<file path="config.mk">
export PLATFORM = sky130hd
export DESIGN_NAME = fixed_priority_response_time_top
export DESIGN_NICKNAME = d
export VERILOG_FILES = /design/src/sv/fprt_pkg.sv /design/src/sv/fprt_div.sv /design/src/sv/fixed_priority_response_time_top.sv
export SDC_FILE = /design/constraint.sdc
export NUM_CORES = 2
export LEC_CHECK = 0
export BUFFER_PORTS_ARGS = -buffer_cell sky130_fd_sc_hd__buf_2
export CAP_MARGIN = 20
export CORE_ASPECT_RATIO = 0.8
export CORE_MARGIN = 10
export CORE_UTILIZATION = 55
export DETAILED_ROUTE_END_ITERATION = 8
export PLACE_DENSITY = 0.71
export SYNTH_ARGS = -nofsm -noshare
export SYNTH_HDL_FRONTEND = slang
export SYNTH_HIERARCHICAL = 1
export SYNTH_SLANG_ARGS = --single-unit
</file>
<file path="constraint.sdc">
create_clock -name clk -period 19.6 [get_ports clk]
set_input_delay 0 -clock clk [delete_from_list [all_inputs] [get_ports clk]]
set_output_delay 0 -clock clk [all_outputs]
set_load 0.03 [all_outputs]
</file>
<file path="src/sv/fprt_pkg.sv">
// Shared types and constants for the fixed-priority response-time block.
`timescale 1ns / 1ps

package fprt_pkg;

  // Most results emitted for one task set.
  localparam int RESULT_CAP = 16;

  // Status of the shared divider, as seen by the sequencer.
  typedef struct packed {
    logic busy;
    logic done;
  } div_status_t;

endpackage

</file>
<file path="src/sv/fprt_div.sv">
// Restoring bit-serial divider, one quotient bit per cycle.
`timescale 1ns / 1ps

module fprt_div #(
  parameter int W = 16
) (
  input  logic               clk,
  input  logic               rst,
  input  logic               start,
  input  logic [W:0]         dividend,
  input  logic [W-1:0]       divisor,
  output logic [W:0]         quotient,
  output fprt_pkg::div_status_t status
);

  localparam int CNT_W = $clog2(W + 2);

  logic [W:0]       rem;
  logic [W:0]       quo;
  logic [CNT_W-1:0] cnt;
  logic             busy;
  logic             done;
  logic [W:0]       trial;

  // Shift the next dividend bit into the partial remainder.
  assign trial = {rem[W-1:0], quo[W]};

  always_ff @(posedge clk) begin
    if (rst) begin
      busy <= 1'b0;
      done <= 1'b0;
      cnt  <= '0;
    end else begin
      done <= 1'b0;
      if (start && !busy) begin
        busy <= 1'b1;
        cnt  <= CNT_W'(W + 1);
        rem  <= '0;
        quo  <= dividend;
      end else if (busy) begin
        if (trial >= {1'b0, divisor}) begin
          rem <= trial - {1'b0, divisor};
          quo <= {quo[W-1:0], 1'b1};
        end else begin
          rem <= trial;
          quo <= {quo[W-1:0], 1'b0};
        end
        cnt <= cnt - CNT_W'(1);
        if (cnt == CNT_W'(1)) begin
          busy <= 1'b0;
          done <= 1'b1;
        end
      end
    end
  end

  assign quotient    = quo;
  assign status.busy = busy;
  assign status.done = done;

endmodule

</file>
<file path="src/sv/fixed_priority_response_time_top.sv">
// Top level of the fixed-priority response-time analysis block.
`timescale 1ns / 1ps
//
// Usage: load tasks one transaction at a time with start while busy is low;
// each transaction carries C, D, T, a priority and last_task. A non-final
// task is stored and busy stays low, so loading runs at one
// transaction per cycle. Tasks beyond TASK_SLOTS are dropped and flagged.
// The transaction marked last_task raises busy and runs the analysis:
//   sort:     one priority compare per pair (rank count).
//   analysis: per interference term the bit-serial divider computes
//             ceil(R/T); the number of terms depends on how many
//             iterations each task needs to converge.
//   emission: each result is read, then presented; at most sixteen results.
// Each result appears for one cycle with valid high, in priority order;
// all_feasible covers the whole set and last marks the final result.
// The receiver cannot stall: results are simply presented and go.
// Reset (synchronous, active high) empties the task set and returns the
// sequencer to idle; the task memories themselves are not cleared.

module fixed_priority_response_time_top #(
  parameter int TASK_SLOTS = 16,
  parameter int TIME_BITS = 16
) (
  input  logic        clk,
  input  logic        rst,
  input  logic        start,
  output logic        busy,
  input  logic [15:0] exec_time,
  input  logic [15:0] deadline,
  input  logic [15:0] period,
  input  logic [7:0]  priority_req,
  input  logic        last_task,
  output logic        valid,
  output logic [3:0]  sorted_rank,
  output logic [3:0]  task_index,
  output logic [15:0] resp_ticks,
  output logic        deadline_miss,
  output logic        all_feasible,
  output logic        set_overflow,
  output logic        last
);

  localparam int TB = TIME_BITS;
  localparam int IW = $clog2(TASK_SLOTS);
  localparam int CW = $clog2(TASK_SLOTS + 1);
  localparam int SW = 2 * TB + 1;

  typedef enum logic [3:0] {
    IDLE, S_RDI, S_RDJ, S_CMPJ,
    A_RDI, A_LDI, A_RDJ, A_LDJ, A_DIV, A_MUL, A_ADD,
    E_RD, E_OUT
  } state_t;

  state_t state;

  // Load-order task store.
  logic [TB-1:0] tm_c [TASK_SLOTS];
  logic [TB-1:0] tm_d [TASK_SLOTS];
  logic [TB-1:0] tm_t [TASK_SLOTS];
  logic [7:0]    tm_p [TASK_SLOTS];
  // Priority-ordered copy.
  logic [TB-1:0] sm_c [TASK_SLOTS];
  logic [TB-1:0] sm_d [TASK_SLOTS];
  logic [TB-1:0] sm_t [TASK_SLOTS];
  logic [IW-1:0] sm_i [TASK_SLOTS];
  // Per-rank results.
  logic [TB-1:0] rm_r [TASK_SLOTS];
  logic          rm_m [TASK_SLOTS];

  logic [TB-1:0] rda_c, rda_d, rda_t;
  logic [7:0]    rda_p, rdb_p;
  logic [TB-1:0] sq_c, sq_d, sq_t;
  logic [IW-1:0] sq_i;
  logic [TB-1:0] rq_r;
  logic          rq_m;

  logic [CW-1:0] count, n, emit;
  logic          ovf, feas;
  logic [CW-1:0] si, sj;
  logic [IW-1:0] rank;
  logic [CW-1:0] ai, aj, er;
  logic [TB-1:0] resp, ci, di, cj, q;
  logic [SW-1:0] nxt;
  logic [2*TB-1:0] prod;
  logic [IW-1:0] s_addr;

  logic [TB-1:0] t_in;
  logic          before_i;
  logic [IW-1:0] rank_final;
  logic [SW-1:0] sum;
  logic [CW-1:0] n_next;

  logic                  div_start;
  logic [TB:0]           div_dividend;
  logic [TB:0]           div_quo;
  fprt_pkg::div_status_t div_st;

  fprt_div #(.W(TB)) u_div (
    .clk      (clk),
    .rst      (rst),
    .start    (div_start),
    .dividend (div_dividend),
    .divisor  (sq_t),
    .quotient (div_quo),
    .status   (div_st)
  );

  // Kick off ceil(R/T) as floor((R+T-1)/T) once T_j is read.
  assign div_start    = (state == A_LDJ);
  assign div_dividend = (TB+1)'(resp) + (TB+1)'(sq_t) - (TB+1)'(1);

  assign busy = (state != IDLE);

  always_comb begin
    t_in = TB'(period);
    if (t_in == '0) begin
      t_in = TB'(1);
    end
  end

  // Task j ranks ahead of task i: higher priority, or equal and loaded first.
  assign before_i   = (rdb_p > rda_p) || ((rdb_p == rda_p) && (sj < si));
  assign rank_final = rank + IW'(before_i);
  assign sum        = nxt + SW'(prod);
  assign n_next     = (count < CW'(TASK_SLOTS)) ? count + CW'(1) : count;

  // Single read address for the sorted store and the result store.
  always_comb begin
    case (state)
      A_RDI:   s_addr = ai[IW-1:0];
      A_RDJ:   s_addr = aj[IW-1:0];
      E_RD:    s_addr = er[IW-1:0];
      default: s_addr = aj[IW-1:0];
    endcase
  end

  // Memories: one write port each, registered reads.
  always_ff @(posedge clk) begin
    if (state == IDLE && start && count < CW'(TASK_SLOTS)) begin
      tm_c[count[IW-1:0]] <= TB'(exec_time);
      tm_d[count[IW-1:0]] <= TB'(deadline);
      tm_t[count[IW-1:0]] <= t_in;
      tm_p[count[IW-1:0]] <= priority_req;
    end
    rda_c <= tm_c[si[IW-1:0]];
    rda_d <= tm_d[si[IW-1:0]];
    rda_t <= tm_t[si[IW-1:0]];
    rda_p <= tm_p[si[IW-1:0]];
    rdb_p <= tm_p[sj[IW-1:0]];

    if (state == S_CMPJ && sj == n - CW'(1)) begin
      sm_c[rank_final] <= rda_c;
      sm_d[rank_final] <= rda_d;
      sm_t[rank_final] <= rda_t;
      sm_i[rank_final] <= si[IW-1:0];
    end
    sq_c <= sm_c[s_addr];
    sq_d <= sm_d[s_addr];
    sq_t <= sm_t[s_addr];
    sq_i <= sm_i[s_addr];

    if (state == A_LDI && (sq_c > sq_d || ai == '0)) begin
      rm_r[ai[IW-1:0]] <= (sq_c > sq_d) ? '0 : sq_c;
      rm_m[ai[IW-1:0]] <= (sq_c > sq_d);
    end else if (state == A_ADD &&
                 (sum > SW'(di) || (aj + CW'(1) == ai && sum == SW'(resp)))) begin
      rm_r[ai[IW-1:0]] <= (sum > SW'(di)) ? '0 : resp;
      rm_m[ai[IW-1:0]] <= (sum > SW'(di));
    end
    rq_r <= rm_r[s_addr];
    rq_m <= rm_m[s_addr];
  end

  // Sequencer and registered outputs.
  always_ff @(posedge clk) begin
    if (rst) begin
      state <= IDLE;
      count <= '0;
      ovf   <= 1'b0;
      feas  <= 1'b1;
      valid <= 1'b0;
      last  <= 1'b0;
      si    <= '0;
      sj    <= '0;
    end else begin
      valid <= 1'b0;
      last  <= 1'b0;
      case (state)
        IDLE: begin
          if (start) begin
            count <= n_next;
            if (count == CW'(TASK_SLOTS)) begin
              ovf <= 1'b1;
            end
            if (last_task) begin
              n     <= n_next;
              si    <= '0;
              state <= S_RDI;
            end
          end
        end
        S_RDI: begin
          sj    <= '0;
          rank  <= '0;
          state <= S_RDJ;
        end
        S_RDJ: begin
          state <= S_CMPJ;
        end
        S_CMPJ: begin
          rank <= rank_final;
          if (sj == n - CW'(1)) begin
            if (si == n - CW'(1)) begin
              ai    <= '0;
              state <= A_RDI;
            end else begin
              si    <= si + CW'(1);
              state <= S_RDI;
            end
          end else begin
            sj    <= sj + CW'(1);
            state <= S_RDJ;
          end
        end
        A_RDI: begin
          state <= A_LDI;
        end
        A_LDI: begin
          ci   <= sq_c;
          di   <= sq_d;
          resp <= sq_c;
          nxt  <= SW'(sq_c);
          aj   <= '0;
          if (sq_c > sq_d || ai == '0) begin
            // Hold a miss, or the top-priority task, which converges at once.
            if (sq_c > sq_d) begin
              feas <= 1'b0;
            end
            if (ai + CW'(1) == n) begin
              er    <= '0;
              emit  <= (int'(n) < fprt_pkg::RESULT_CAP) ? n : CW'(fprt_pkg::RESULT_CAP);
              state <= E_RD;
            end else begin
              ai    <= ai + CW'(1);
              state <= A_RDI;
            end
          end else begin
            state <= A_RDJ;
          end
        end
        A_RDJ: begin
          state <= A_LDJ;
        end
        A_LDJ: begin
          cj    <= sq_c;
          state <= A_DIV;
        end
        A_DIV: begin
          if (div_st.done) begin
            q     <= div_quo[TB-1:0];
            state <= A_MUL;
          end
        end
        A_MUL: begin
          prod  <= (2*TB)'(q) * (2*TB)'(cj);
          state <= A_ADD;
        end
        A_ADD: begin
          if (sum > SW'(di) || (aj + CW'(1) == ai && sum == SW'(resp))) begin
            // Drop out on a miss or on a fixed point; advance the rank.
            if (sum > SW'(di)) begin
              feas <= 1'b0;
            end
            if (ai + CW'(1) == n) begin
              er    <= '0;
              emit  <= (int'(n) < fprt_pkg::RESULT_CAP) ? n : CW'(fprt_pkg::RESULT_CAP);
              state <= E_RD;
            end else begin
              ai    <= ai + CW'(1);
              state <= A_RDI;
            end
          end else if (aj + CW'(1) == ai) begin
            // Start the next iteration from the new estimate.
            resp  <= sum[TB-1:0];
            nxt   <= SW'(ci);
            aj    <= '0;
            state <= A_RDJ;
          end else begin
            nxt   <= sum;
            aj    <= aj + CW'(1);
            state <= A_RDJ;
          end
        end
        E_RD: begin
          state <= E_OUT;
        end
        E_OUT: begin
          valid         <= 1'b1;
          sorted_rank   <= 4'(er);
          task_index    <= 4'(sq_i);
          resp_ticks    <= 16'(rq_r);
          deadline_miss <= rq_m;
          all_feasible  <= feas;
          set_overflow  <= ovf;
          last          <= (er + CW'(1) == emit);
          if (er + CW'(1) == emit) begin
            count <= '0;
            ovf   <= 1'b0;
            feas  <= 1'b1;
            state <= IDLE;
          end else begin
            er    <= er + CW'(1);
            state <= E_RD;
          end
        end
        default: state <= IDLE;
      endcase
    end
  end

  // A result strobe only follows an emit step.
  a_valid_src: assert property (@(posedge clk) disable iff (rst)
    valid |-> $past(state) == E_OUT)
    else $error("result strobe without emit step");

  // The final-result flag never stands alone.
  a_last_valid: assert property (@(posedge clk) disable iff (rst)
    last |-> valid)
    else $error("last without valid");

  // Interference terms only come from higher-ranked tasks.
  a_term_rank: assert property (@(posedge clk) disable iff (rst)
    (state == A_ADD) |-> (aj < ai))
    else $error("interference from a lower-ranked task");

  // The divider is never restarted while a division is running.
  a_div_idle: assert property (@(posedge clk) disable iff (rst)
    div_start |-> !div_st.busy)
    else $error("divider started while busy");

endmodule
</file>
Yosys cells after proc, flatten, opt, wreduce, memory -nomap -nowiden. Memories as Yosys holds them, arrays and structs flattened. A register that Yosys moved wholly into a read port is not among the register bits. Cells that the tools add are included.

$add $sub $neg: 13. Magnitude comparators: 7. Bitwise operators: 5. Multiply operators: 1. Reductions and logical operators: 45. Muxes and demuxes: 84. Equality and inequality tests: 37.

Operators with widths (count): $mux W16 (8); $mux W5 (25); $mux W33 (2); $pmux W33 S2 (1); $pmux W4 S13 (1); $pmux W5 S2 (5); $mux W17 (2); $add A33 B32 Y33 (1); $eq A33 B16 Y1 (1); $gt A33 B16 Y1 (1); $mul A16 B16 Y32 (1); $mux W4 (8); $pmux W16 S2 (1); $add A5 B1 Y5 const B (6); $pmux W5 S3 (2); $eq A5 B5 Y1 (5); $mux W1 (24); $eq A4 B4 Y1 const B (5); $ne A2 B1 Y1 const B (9); $add A16 B16 Y17 (1); $ge A17 B16 Y1 (1); $sub A17 B1 Y17 const B (1); $eq A4 B3 Y1 const B (4); $gt A16 B16 Y1 (1); other kinds (34) (76).

Bits in writable memories: 2000. Logic and storage cells: 235. Memories: 10. Register bits after elaboration: 264. Input port bits: 60. Output and inout port bits: 30.

Memories: rm_r (depth 16, width 16, rd ports 1, clocked after memory_dff 1, write ports 1, line fixed_priority_response_time_top.sv:67) `logic [TB-1:0] rm_r [TASK_SLOTS];`; sm_c (depth 16, width 16, rd ports 1, clocked after memory_dff 1, write ports 1, line fixed_priority_response_time_top.sv:62) `logic [TB-1:0] sm_c [TASK_SLOTS];`; sm_d (depth 16, width 16, rd ports 1, clocked after memory_dff 1, write ports 1, line fixed_priority_response_time_top.sv:63) `logic [TB-1:0] sm_d [TASK_SLOTS];`; sm_t (depth 16, width 16, rd ports 1, clocked after memory_dff 1, write ports 1, line fixed_priority_response_time_top.sv:64) `logic [TB-1:0] sm_t [TASK_SLOTS];`; tm_c (depth 16, width 16, rd ports 1, clocked after memory_dff 1, write ports 1, line fixed_priority_response_time_top.sv:57) `logic [TB-1:0] tm_c [TASK_SLOTS];`; tm_d (depth 16, width 16, rd ports 1, clocked after memory_dff 1, write ports 1, line fixed_priority_response_time_top.sv:58) `logic [TB-1:0] tm_d [TASK_SLOTS];`; 4 more memories.

Longest topological paths before layout.
Depth after elaboration: 9. Depth in mapped cells: 26. Gate-level depth less buffers: 25.

Hierarchy. The synthesis kept the hierarchy.

Modules (own cells, without submodules): fixed_priority_response_time_top (times used 1, cells an instance 7086, area an instance 102535.8 µm², seq. area each 69216.4 µm²); fprt_div (times used 1, cells an instance 262, area an instance 2631.3 µm², seq. area each 1131.1 µm²).

Worst setup path before layout. Ideal clock, no wire load.

Kind: register to register. Start point: reg si[1]. End point: mem sm_c[12][0] in the netlist's numbering, enable pin. Data arrival time: 6955 ps. Buffers on the path: 3. Required time: 19075 ps. Cell stages (with the launch flop): 18. Setup time: 525 ps. Clock period less this slack: 7481 ps. Setup slack: 12119 ps. Cell sequence: dfxtp_1 > clkbuf_1 > clkbuf_1 > buf_1 > inv_1 > ha_1 > o21ai_0 > nand2b_1 > a21o_1 > a21oi_1 > nor2b_1 > o41ai_1 > ha_1 > ha_1 > nand2b_1 > o22ai_1 > nand2_1 > nor3_1.

Longest elaborated chain between the ends: 4.

Ends and longest elaborated chain: start, declared (line fixed_priority_response_time_top.sv:79) `logic [CW-1:0] si, sj;`; start signal, assigned (line fixed_priority_response_time_top.sv:217) `si <= si + CW'(1);`; $lt A5 B5 Y1 (line fixed_priority_response_time_top.sv:122) `assign before_i = (rdb_p > rda_p) || ((rdb_p == rda_p) && (sj < si));`; $logic_and A1 B1 Y1 (line fixed_priority_response_time_top.sv:122); $logic_or A1 B1 Y1 (line fixed_priority_response_time_top.sv:122); $add A4 B1 Y4 (line fixed_priority_response_time_top.sv:123) `assign rank_final = rank + IW'(before_i);`; end, declared (line fixed_priority_response_time_top.sv:62).

No other way between the ends.

Final worst setup path.
Start point: reg q[6]. End point: reg prod[31], data pin.

Longest elaborated chain between the ends: 1.

Ends and longest elaborated chain: start, declared (line fixed_priority_response_time_top.sv:82) `logic [TB-1:0] resp, ci, di, cj, q;`; start signal, assigned (line fixed_priority_response_time_top.sv:260) `q <= div_quo[TB-1:0];`; $mul A16 B16 Y32 (line fixed_priority_response_time_top.sv:265) `prod <= (2*TB)'(q) * (2*TB)'(cj);`; end signal, assigned (line fixed_priority_response_time_top.sv:265); end, declared (line fixed_priority_response_time_top.sv:84) `logic [2*TB-1:0] prod;`.

No other way between the ends. A chain may end at the register's enable or synchronous reset.

==> impl.org <==
** Yosys
- Post-Syn Area :: between 0.1 and 0.15 sq mm
- A synthesized cell averages approximately 14 sq um.
- Post-synthesis cell count :: 7347
- The number of nets in the synthesized netlist is 7848.
- The Yosys step of the flow raised 6 warnings.

** Floorplan
- In this run the horizontal extent of the chip is just over 500 um.
- Row Count :: between 100 and 150
- Die Area :: 0.209 sq mm
- Std-Cell Core Area :: between 0.15 and 0.2 sq mm
- From bottom edge to top edge, the die measures just over 400 um.
- Starting density of the core :: 0.553
- Pin placement for this block handled 90 I/O pins.

** Critical path
- The endpoint identified for the worst register-to-register timing path is prod[31]$_DFFE_PP_.
- Register-to-register setup slack :: about 13 ns
- Critical path's largest stage delay :: around 0.71 ns
- The setup path with the least slack is of type reg -> reg.
- Startpoint of the worst register-to-register path :: q[6]$_DFFE_PP_
- Critical Path Start Type :: flip-flop
- Max stage delay cell, worst path :: sky130_fd_sc_hd__edfxtp_1
- STA classifies the critical path endpoint as a flip-flop.
- In this design, the largest share of critical-path delay is due to adder cells.
- STA puts the critical path data required time at 20.21 ns.
- Largest fanout on the critical path :: 16
- List of cells traversed by the critical path :: and2_1, fa_1, fa_1, ha_1, inv_1, fa_1, fa_1, fa_1, inv_1, ha_1, o21a_1, o21a_1, o21a_1, o31a_1, o22ai_1, o21ai_1, a221o_1, o41ai_2, o2111ai_1, a21oi_1, xnor2_1
- Count of buffering cells on the critical path with inverters included :: 2
- The worst register-to-register path has a depth of 21.
- Among the stages of the critical path, the cell type that occurs most often is sky130_fd_sc_hd__fa_1.
- For the worst setup path, the data arrival time is roughly 7.6 ns.

** Detailed routing
- DRC viols :: 2
- Number of design-rule violations left by the first detailed-router iteration :: approximately 7000
- Per-cell via count in the routed design :: approximately 6
- For this run, the detailed router's first-pass iteration total came to 8.
- Vias after detailed routing :: 61877
- Wires add up to approximately 250 mm.
- Number of nets still failing antenna checks after routing :: 0
- Dividing the detail-routed wire length by the instance count gives ~25 um.

** STA
- Final worst path period need :: around 7.0 ns
- Setup violation total in the final timing report :: 0
- Summed over all failing endpoints, the final setup total negative slack is 0 ns.
- Least-Margin Pin Slew :: 1.17 ns
- Fin. max-slew vios :: 0
- Max Fclk :: 0.143 GHz
- Dividing the final minimum period by the clock period gives 0.358.
- The number of hold-slack violations in the final timing report came to 0.
- Setup repair after global routing missed its margin :: no
- On the final layout, the worst clock skew is approximately 0.088 ns.
- The worst pin sits at a relative slew slack of 0.212.

** Min path
- In this run the most critical hold path is launched from deadline[15].
- HP Class :: in -> reg
- For hold timing, the worst endpoint is tm_d[10][15]$_DFFE_PP_.
- WHS Path Cells :: 2

** Finish
- Fill cell instance count of the final layout :: ~14000
- The area growth from synthesis to layout is 11.1%.
- In the final layout, the share of cells above drive strength 1 is 0.127.
- The finished layout holds roughly 10000 standard cells, fillers aside.
- At the end of the flow, the number of nets in the layout was 7948.

** Placed design
- Once placement completed, the tool counted placed cells totaling around 9700.
- Detailed placement HPWL :: approximately 140 mm
- The congestion estimate from routability-driven global placement came to ~0.94.
- Number of buffer cells added on primary ports :: a little under 90

** Pwr
- Areal power density over the cells :: between 80 and 90 mW/mm^2
- Largest voltage drop on the vdd net :: ~0.00011 V
- Leakage :: 41.1 nW

** Flow run
- Max Cap Violations :: 0

** CTS
- The longest clock path from root to sink contains 3 buffers.
- Post-CTS Setup Repair Bufs :: 0
- The clock reaches the later pin of the worst-skew pair after 0.89 ns.
- TritonCTS clock tree :: yes
- Clock tree synthesis inserted a total of roughly 220 buffers.
- Once the clock tree was built, the resizer swapped 0 gates to a different size.
- The clock net in this run drives a total of 2397 sinks.
- CTS root buffer :: sky130_fd_sc_hd__clkbuf_16
- After clock tree synthesis, the clock-pin slew on the worst setup and hold paths is ~0.060 ns.
- CTS built an H-tree with a depth of 4.

** Global route
- The initial antenna violation count was 13.
- Total congestion overflow after global routing :: 0
- The via count of the first global-routing pass was 61670.
- All-Layer GR Usage :: 0.239
- The first global-routing pass estimated about 380 mm of wire.
- Largest net degree at the start of global routing :: between 150 and 200

** Status
- Result of the run :: finished, violations left
- The checks that failed: design-rule violations.
[per-layer routing]
layer  GRT usage  share of wire  vias to the layer above
met3      0.0463          0.089                      377
met1       0.344           0.41                    31382
met4      0.0546          0.021                        6
li1            -              -                    27258
met2       0.382           0.47                     2854
met5           0        0.00013                        -
[metrics by stage]
step	util	power, mW	cell area [sq um]	hold WS, ns	setup WS, ns
6_report	0.615	10.2	117000	0.0452	12.58
5_1_grt	0.615	10.4	117000	0.0295	12.31
4_1_cts	0.614	10.2	117000	0.000826	12.64
3_5_place_dp	0.571	5.96	109000	0.382	12.66
3_3_place_gp	0.571	5.95	108000	0.366	12.71
2_1_floorplan	-	5.86	105000	0.0722	12.12
[repair_timing]
item | CTS | global route
hold buffers | 80 | 0
endpoints found under the hold margin | 935 | 0
endpoints found under the setup margin | 0 | 0
[cell usage in the layout (no fill, tap or decap), types with 36 or more instances in the layout]
master and instances:
sky130_fd_sc_hd__clkbuf_16 218, sky130_fd_sc_hd__a31oi_1 80, sky130_fd_sc_hd__mux4_2 320, sky130_fd_sc_hd__clkbuf_1 49, sky130_fd_sc_hd__buf_2 89, sky130_fd_sc_hd__ha_1 244
sky130_fd_sc_hd__nor2_1 134, sky130_fd_sc_hd__buf_4 96, sky130_fd_sc_hd__clkinv_2 39, sky130_fd_sc_hd__a21o_1 37, sky130_fd_sc_hd__dfxtp_1 159, sky130_fd_sc_hd__a311oi_1 139
sky130_fd_sc_hd__a21oi_1 101, sky130_fd_sc_hd__nand3_1 596, sky130_fd_sc_hd__o21ai_0 77, sky130_fd_sc_hd__and3_1 89, sky130_fd_sc_hd__dlygate4sd3_1 80, sky130_fd_sc_hd__nand2_1 1426
sky130_fd_sc_hd__inv_1 383, sky130_fd_sc_hd__and2_1 140, sky130_fd_sc_hd__fa_1 197, sky130_fd_sc_hd__edfxtp_1 2234, sky130_fd_sc_hd__xor2_1 41, sky130_fd_sc_hd__xnor2_1 92
sky130_fd_sc_hd__nor3_1 36
[worst max-delay path by stage]
| stage | slack (ns) | end | depth (start not counted) | from |
|---|---|---|---|---|
| final | 12.58 | prod[31]$_DFFE_PP_ | 21 | q[6]$_DFFE_PP_ |
| after global routing | 12.31 | prod[31]$_DFFE_PP_ | 21 | q[6]$_DFFE_PP_ |
| after CTS | 12.64 | prod[31]$_DFFE_PP_ | 21 | q[6]$_DFFE_PP_ |
| after detailed placement | 12.66 | prod[31]$_DFFE_PP_ | 21 | q[6]$_DFFE_PP_ |
| after global placement | 12.71 | prod[31]$_DFFE_PP_ | 20 | q[6]$_DFFE_PP_ |
| after floorplan | 12.12 | sm_c[12][0]$_DFFE_PP_ | 17 | si[1]$_SDFFE_PP0P_ |
[cell type report]
class | instances | area (sq um) | area share
Clock inverter | 116 | 1360 | 0.0116
Timing Repair Buffer | 284 | 2330 | 0.0199
Tap cell | 2537 | 3170 | 0.0272
Sequential cell | 2397 | 70400 | 0.602
Antenna cell | 5 | 12.5 | 0.000107
Multi-Input combinational cell | 4162 | 32200 | 0.275
Clock buffer | 293 | 6000 | 0.0513
Inverter | 384 | 1440 | 0.0124
[power by group]
part | internal [mW] | total, mW | switching, mW
Sequential | 5.64 | 5.70 | 0.0569
Combinational | 0.0615 | 0.168 | 0.106
Clock | 2.39 | 4.32 | 1.92
[flip-flops by register name, indices dropped and copies added, names as in the netlist, 17 cells and up]
name and count:
sm_i 64, sm_c 256, sm_t 256, tm_d 256, tm_t 256, prod 32
tm_c 256, rm_r 256, tm_p 128, nxt 33, sm_d 256, u_div/quotient 17
(Power assumes the default switching activity.)
